`src/rtl/core/signed_floor_div_by_reciprocal_top_macros.svh`:
```
// Assertion macros shared by the divider RTL.
`ifndef SIGNED_FLOOR_DIV_BY_RECIPROCAL_TOP_MACROS_SVH
`define SIGNED_FLOOR_DIV_BY_RECIPROCAL_TOP_MACROS_SVH
`ifndef SYNTHESIS
// Consequent must hold in the same cycle as the antecedent.
`define SFDR_ASSERT_SAME(label, clk, rst, ante, cons) \
   label: assert property (@(posedge clk) disable iff (rst) (ante) |-> (cons)) \
      else $error("sfdr: same-cycle check failed");
// Consequent must hold in the cycle after the antecedent.
`define SFDR_ASSERT_NEXT(label, clk, rst, ante, cons) \
   label: assert property (@(posedge clk) disable iff (rst) (ante) |=> (cons)) \
      else $error("sfdr: next-cycle check failed");
`else
`define SFDR_ASSERT_SAME(label, clk, rst, ante, cons)
`define SFDR_ASSERT_NEXT(label, clk, rst, ante, cons)
`endif
`endif

```
`src/rtl/core/sfdr_pkg.sv`:
```
// Types and constants of the signed floor divider.
package sfdr_pkg;

   localparam int LIMB_W     = 32;
   localparam int DIVIDEND_W = 64;
   localparam int SHIFT_W    = 5;
   localparam int CSR_IDX_W  = 2;

   localparam logic [LIMB_W-1:0]  RESET_DIVISOR_NORM = 32'ha8c00000;
   localparam logic [LIMB_W-1:0]  RESET_RECIPROCAL   = 32'h845c8a0c;
   localparam logic [SHIFT_W-1:0] RESET_NORM_SHIFT   = 5'd15;

   typedef enum logic [CSR_IDX_W-1:0] {
      CSR_DIVISOR_NORM = 2'd0,
      CSR_RECIPROCAL   = 2'd1,
      CSR_NORM_SHIFT   = 2'd2
   } csr_index_type;

   // Data that rides along with an item through a reciprocal step.
   typedef struct packed {
      logic              fold;     // dividend was negative
      logic [LIMB_W-1:0] lo_limb;  // low limb, consumed by the second step
      logic [LIMB_W-1:0] q_hi;     // upper quotient word from the first step
   } side_type;

endpackage

```
`src/rtl/core/sfdr_step.sv`:
```
// One pipelined reciprocal division step of a limb pair, four register stages.
`include "signed_floor_div_by_reciprocal_top_macros.svh"

module sfdr_step (
   input  logic                         clock,
   input  logic                         reset,
   input  logic                         en,
   input  logic                         in_valid,
   input  logic [sfdr_pkg::LIMB_W-1:0]  in_hi,
   input  logic [sfdr_pkg::LIMB_W-1:0]  in_lo,
   input  sfdr_pkg::side_type           in_side,
   input  logic [sfdr_pkg::LIMB_W-1:0]  divisor,
   input  logic [sfdr_pkg::LIMB_W-1:0]  recip,
   output logic                         out_valid,
   output logic [sfdr_pkg::LIMB_W-1:0]  out_quot,
   output logic [sfdr_pkg::LIMB_W-1:0]  out_rem,
   output sfdr_pkg::side_type           out_side
);

   localparam int W = sfdr_pkg::LIMB_W;

   // stage 1: hi * recip + lo
   logic               s1_valid_ff;
   logic [2*W-1:0]     s1_acc_ff, s1_acc_in;
   logic [W-1:0]       s1_hi_ff, s1_lo_ff;
   sfdr_pkg::side_type s1_side_ff;
   // stage 2: quotient estimate
   logic               s2_valid_ff;
   logic [W-1:0]       s2_qhi_ff, s2_qhi_in, s2_qlo_ff, s2_lo_ff;
   sfdr_pkg::side_type s2_side_ff;
   // stage 3: remainder estimate
   logic               s3_valid_ff;
   logic [W-1:0]       s3_qhi_ff, s3_qlo_ff, s3_rem_ff, s3_rem_in;
   sfdr_pkg::side_type s3_side_ff;
   // stage 4: corrected result
   logic               s4_valid_ff;
   logic [W-1:0]       s4_quot_ff, s4_quot_in, s4_rem_ff, s4_rem_in;
   sfdr_pkg::side_type s4_side_ff;

   logic [W-1:0]       fix_quot, fix_rem;

   always_comb begin
      s1_acc_in = (2*W)'(in_hi) * (2*W)'(recip) + (2*W)'(in_lo);
      s2_qhi_in = s1_acc_ff[2*W-1:W] + s1_hi_ff + W'(1);
      s3_rem_in = s2_lo_ff - s2_qhi_ff * divisor;

      // first correction: estimate one too high
      fix_quot = s3_qhi_ff;
      fix_rem  = s3_rem_ff;
      if (s3_rem_ff > s3_qlo_ff) begin
         fix_quot = s3_qhi_ff - W'(1);
         fix_rem  = s3_rem_ff + divisor;
      end
      // second correction: remainder still not below the divisor
      s4_quot_in = fix_quot;
      s4_rem_in  = fix_rem;
      if (fix_rem >= divisor) begin
         s4_quot_in = fix_quot + W'(1);
         s4_rem_in  = fix_rem - divisor;
      end
   end

   always_ff @(posedge clock) begin
      if (reset) begin
         s1_valid_ff <= 1'b0;
         s2_valid_ff <= 1'b0;
         s3_valid_ff <= 1'b0;
         s4_valid_ff <= 1'b0;
      end else if (en) begin
         s1_valid_ff <= in_valid;
         s2_valid_ff <= s1_valid_ff;
         s3_valid_ff <= s2_valid_ff;
         s4_valid_ff <= s3_valid_ff;
      end
   end

   always_ff @(posedge clock) begin
      if (en) begin
         s1_acc_ff  <= s1_acc_in;
         s1_hi_ff   <= in_hi;
         s1_lo_ff   <= in_lo;
         s1_side_ff <= in_side;

         s2_qhi_ff  <= s2_qhi_in;
         s2_qlo_ff  <= s1_acc_ff[W-1:0];
         s2_lo_ff   <= s1_lo_ff;
         s2_side_ff <= s1_side_ff;

         s3_qhi_ff  <= s2_qhi_ff;
         s3_qlo_ff  <= s2_qlo_ff;
         s3_rem_ff  <= s3_rem_in;
         s3_side_ff <= s2_side_ff;

         s4_quot_ff <= s4_quot_in;
         s4_rem_ff  <= s4_rem_in;
         s4_side_ff <= s3_side_ff;
      end
   end

   assign out_valid = s4_valid_ff;
   assign out_quot  = s4_quot_ff;
   assign out_rem   = s4_rem_ff;
   assign out_side  = s4_side_ff;

   `SFDR_ASSERT_NEXT(a_step_holds_on_stall, clock, reset, !en,
      $stable({s1_valid_ff, s2_valid_ff, s3_valid_ff, s4_valid_ff}))
   `SFDR_ASSERT_NEXT(a_step_takes_item, clock, reset, en && in_valid, s1_valid_ff)

endmodule

```
`config.mk`:
```
export PLATFORM = sky130hd
export DESIGN_NAME = sfdr_step
export DESIGN_NICKNAME = d
export VERILOG_FILES = /design/src/rtl/core/sfdr_pkg.sv /design/src/rtl/core/sfdr_step.sv
export VERILOG_INCLUDE_DIRS = /design/src /design/src/rtl/core
export SDC_FILE = /design/constraint.sdc
export NUM_CORES = 2
export LEC_CHECK = 0
export BUFFER_PORTS_ARGS = -buffer_cell sky130_fd_sc_hd__buf_4
export CAP_MARGIN = 40
export CORE_UTILIZATION = 55
export DETAILED_ROUTE_END_ITERATION = 7
export PLACE_DENSITY = 0.7
export SYNTH_ARGS = -nofsm -noshare
export SYNTH_HDL_FRONTEND = slang
export SYNTH_SLANG_ARGS = --single-unit
```
`constraint.sdc`:
```
create_clock -name clock -period 10.7 [get_ports clock]
set_input_delay 2.14 -clock clock [delete_from_list [all_inputs] [get_ports clock]]
set_output_delay 2.14 -clock clock [all_outputs]
set_load 0.05 [all_outputs]
```
* Yosys cells after proc, flatten, opt, wreduce, memory -nomap -nowiden
Index checks and enable logic that the tools add are counted.
Operators by class: $add $sub $neg 8, multiply operators 2, divide/modulo/power cells 0, $lt $le $gt $ge 2, equal/unequal tests 0, shift operators 0, muxes and demuxes 4, bitwise logic cells 0, reduce and logical (&&, ||, !) cells 0
Operators with widths (count):
- 32-bit 2-to-1 mux | 4
- 32-bit by 1-bit adder with 32-bit output, second input constant | 2
- 32-bit adder | 2
- 64-bit by 32-bit adder with 64-bit output | 1
- 32-bit by 32-bit multiplier with 64-bit output | 1
- 32-bit subtractor | 2
- 32-bit greater-or-equal comparator | 1
- 32-bit greater-than comparator | 1
- 32-bit by 32-bit multiplier with 32-bit output | 1
- 32-bit by 1-bit subtractor with 32-bit output, second input constant | 1
Storage, ports and cells: register bits after elaboration 648, bits in latches 0, RAM bits 0, bits in read-only memories 0, output and inout bits 130, logic and storage cells 43, memories kept 0

* Longest topological paths before layout
depth in word-level cells 4, depth in mapped cells 30, depth with buffers taken out 29

* Worst setup path after synthesis
Ideal clock, no wire load.
path kind input-to-reg, start point in in_hi[18] in the netlist's numbering, end point reg s1_acc_ff[62], data pin, arrival 9249 ps, path slack 1193 ps, stages 28, path through clkbuf_1 -> and2_1 -> fa_1 -> fa_1 -> fa_1 -> inv_1 -> fa_1 -> inv_1 -> fa_1 -> inv_1 -> fa_1 -> inv_1 -> fa_1 -> inv_1 -> fa_1 -> inv_1 -> ha_1 -> and3_1 -> nand3_1 -> nor3_1 -> nand3_1 -> a2111oi_0 -> o21a_1 -> a221oi_1 -> o221a_2 -> o21ai_1 -> a21oi_1 -> xnor2_1
Between the ends: longest elaborated chain between the ends 2
Ends and longest elaborated chain:
- start: declaration | line sfdr_step.sv:9 | input logic [sfdr_pkg::LIMB_W-1:0] in_hi,
- 32-bit by 32-bit multiplier with 64-bit output | line sfdr_step.sv:43 | s1_acc_in = (2*W)'(in_hi) * (2*W)'(recip) + (2*W)'(in_lo);
- 64-bit by 32-bit adder with 64-bit output | line sfdr_step.sv:43
- via s1_acc_in[62] | line sfdr_step.sv:24 | logic [2*W-1:0] s1_acc_ff, s1_acc_in;
- end signal: assignment | line sfdr_step.sv:79 | s1_acc_ff <= s1_acc_in;
- end: declaration | line sfdr_step.sv:24
The timed path passes the listed nets, and every way through them passes these cells. A chain may end at the register's enable or synchronous reset.

* Worst setup path in the final report
start point in in_hi[18] in the netlist's numbering, end point reg s1_acc_ff[60], data pin
The elaborated chain is that of the path after synthesis.

==> impl_metrics.tcl <==
set metrics [dict create \
    outcome "completed" \
    clock_skew_ns 0.04969 \
    synth_compound_area_share_pct 4.959 \
    muxShareOfSynthArea_pct 0.4970 \
    netlist_area_sq_mm 0.07829 \
    vias_per_cell 5.532 \
    max-clock-path-buffers 3 \
    insertedDiodeCount 0 \
    clk_pin_slew_ns 0.06 \
    port_buffers 326 \
    vias 52490 \
    remaining_drc_errors 0 \
    critPathSlowestCell "fa_1" \
    netlist_instances 7414 \
    cts_buffers 66 \
    synth_top_area_share_pct 35.13 \
    drt_iter0_drc 3580 \
    ioPinCount 327 \
    max_stage_delay_ns 0.54 \
    cts_htree_levels 3 \
    crit_path_max_fanout 33 \
    critical_path_required_ns 11.12 \
    synth-xor-area-share_pct 3.155 \
    cts_tree "done" \
    cts.sinks 648 \
    die_y_microns 379.3 \
    ys_async_sr_fraction_pct 0 \
    yosysSeqAreaShare_pct 24.80 \
    fill_cells 11670 \
    worstRegToRegCells 25 \
    netlist_top_cells_area "fa_1 (35%), edfxtp_1 (25%), ha_1 (8.6%)" \
    cp-end-kind "register" \
    grt_max_degree 167 \
    timing.final.crit_share_pct 90.49 \
    antenna_found_initial 0 \
    holdPathStages 0 \
    synth_top_family_by_area "adder cells" \
    startpoint_type "input pin" \
    fin_setup_tns_ns 0 \
    clk_latency_ns 0.68 \
    cts_hold_buf 0 \
    grt_usage_pct 28.96 \
    die_area_sq_mm 0.1439 \
    hpwl_microns 156400 \
    yosysUniqueCellTypes 97 \
    nets 9653 \
    grt_pass1_vias 56090 \
    die_width_microns 379.3 \
    ctsRootBufferMaster "clkbuf_16" \
    worst_pin_slew_ns 0.9281 \
    hold_path_class "reg -> reg" \
    min_period_ns 9.683 \
    synthAdderAreaFrac_pct 43.72 \
    mostFrequentLayoutCells "inv_1 (1,524), fa_1 (1,374), and2_1 (949), nand2_1 (760), edfxtp_1 (644)" \
    slew_violations 0 \
    holdPathEnd "s3_side_ff[52]" \
    finalSetupViolations 0 \
    cts_resized 0 \
    dr.pass1.iters 7 \
    fmax_mhz 103.3 \
    globalRouteOverflowTotal 0 \
    synth_flop_cell "edfxtp_1" \
    ys_ff_latch 648 \
    wl_per_cell_microns 21.22 \
    yosysTopAreaCell "fa_1" \
    synth_warnings 0 \
    synth_edf_count 644 \
    regToRegSetupSlack_ns 2.96 \
    hold_start "s2_side_ff[52]" \
    wirelength_microns 201400 \
    r2r_end "s3_rem_ff[30]" \
    crit_type "in -> reg" \
    drive_above_1_share_pct 7.252 \
    crit_top_cell "fa_1" \
    core_area_sq_mm 0.1414 \
    cts_setup_buffers 0 \
    hold_viol 0 \
    final_common_cell "inv_1" \
    relSlewSlack_pct 38.13 \
    yosys.area_share.simple_pct 14.03 \
    syn_nets 9522 \
    grt_pass1_wl_microns 316500 \
    rr_startpoint "s2_qhi_ff[14]" \
    place.gp.congestion 0.9588 \
    drtAntennaViolNets 0 \
    synth_area_per_cell_sq_um 10.56 \
    row_count 138 \
    drv_cap 0 \
    grt_setup_unrepaired "false" \
    syn2layout_area_growth_pct 8.098 \
    start_util_pct 55.36 \
    critical_path_arrival_ns 10.10 \
]
## per-stage QoR
stage | area [sq um] | setup WS (ns) | cells | util, % | hold slack, ns
3_3_place_gp | 82330 | 0.5191 | 9364 | 58.22 | 0.4001
2_1_floorplan | 78290 | 1.193 | 7414 | - | 0.4003
4_1_cts | 84630 | 1.172 | 9488 | 59.85 | 0.3818
6_report | 84630 | 1.017 | 9488 | 59.85 | 0.3875
3_5_place_dp | 82410 | 0.4531 | 9367 | 58.28 | 0.4045
5_1_grt | 84630 | 0.5078 | 9488 | 59.85 | 0.3862
## state kept, by name, summed over array words and instances (netlist names), 64 cells and up
name        cells
s1_acc_ff      64
s2_side_ff     65
s1_side_ff     65
out_side       65
s3_side_ff     65
## worst max path at each step
stage                   start       endpoint  depth (start not counted)  slack, ns
finish              in_hi[18]  s1_acc_ff[60]                         29       1.02
global route        in_hi[18]  s1_acc_ff[62]                         29       0.51
CTS                 in_hi[18]  s1_acc_ff[60]                         29       1.17
detailed placement  in_hi[18]  s1_acc_ff[60]                         29       0.45
global placement    in_hi[18]  s1_acc_ff[62]                         29       0.52
floorplan           in_hi[18]  s1_acc_ff[62]                         28       1.19
## cells in the mapped netlist, drive strengths merged, types with 9 or more instances
master  instances
nor3           51
inv          1524
a221oi         14
ha            537
clkbuf        314
o21ai          89
and3           33
edfxtp        644
o21bai         20
and2          950
xor2           78
nand2         762
a211oi         16
o31ai           9
nand4          25
nor2          144
mux2i          13
xnor2         204
nand3          52
o211ai         20
nor4           17
a21oi         186
nand2b         22
mux2           23
o21a           34
a21o           83
fa           1374
nor2b          17
or3            21
a31oi          21
## logic make-up (layout without fill, tap and decap cells)
family / count (synthesis) / after routing
simple gates: 2119 / 2119
flops: 648 / 648
compound gates: 576 / 576
fa+ha+maj: 1911 / 1911
buf+inv: 1842 / 2026
mux: 36 / 36
xor+xnor: 282 / 282
## metal layers
metal,vias to the layer above,share of wire [%],track usage [%]
li1,23110,-,-
met1,26720,40,38.13
met2,2248,47,47.38
met3,407,9.0,6.482
met4,0,3.4,9.906
met5,-,0,0
## layout make-up
cell class	count	area, sq um	share of cell area [%]
clock buffers	78	1697	2.005
flip-flops and latches	648	19420	22.94
well taps	1890	2365	2.794
repair buffers	381	2940	3.474
inverters	1524	5720	6.759
clock inverters	43	525.5	0.6209
multi-input cells	4924	51960	61.40
## worst max-delay path, delay by kind of cell
kind	cells	cell delay [ns]
AOI/OAI and AO/OA	6	1.39
xor gates and xnor gates	1	0.14
adders and majority gates	9	4.39
buffers and inverters	8	0.93
and+or+nand+nor	5	1.05
Power is left out: the tool's default activity adds up to more than one toggle a clock period on the data nets, which glitch-free logic cannot reach.
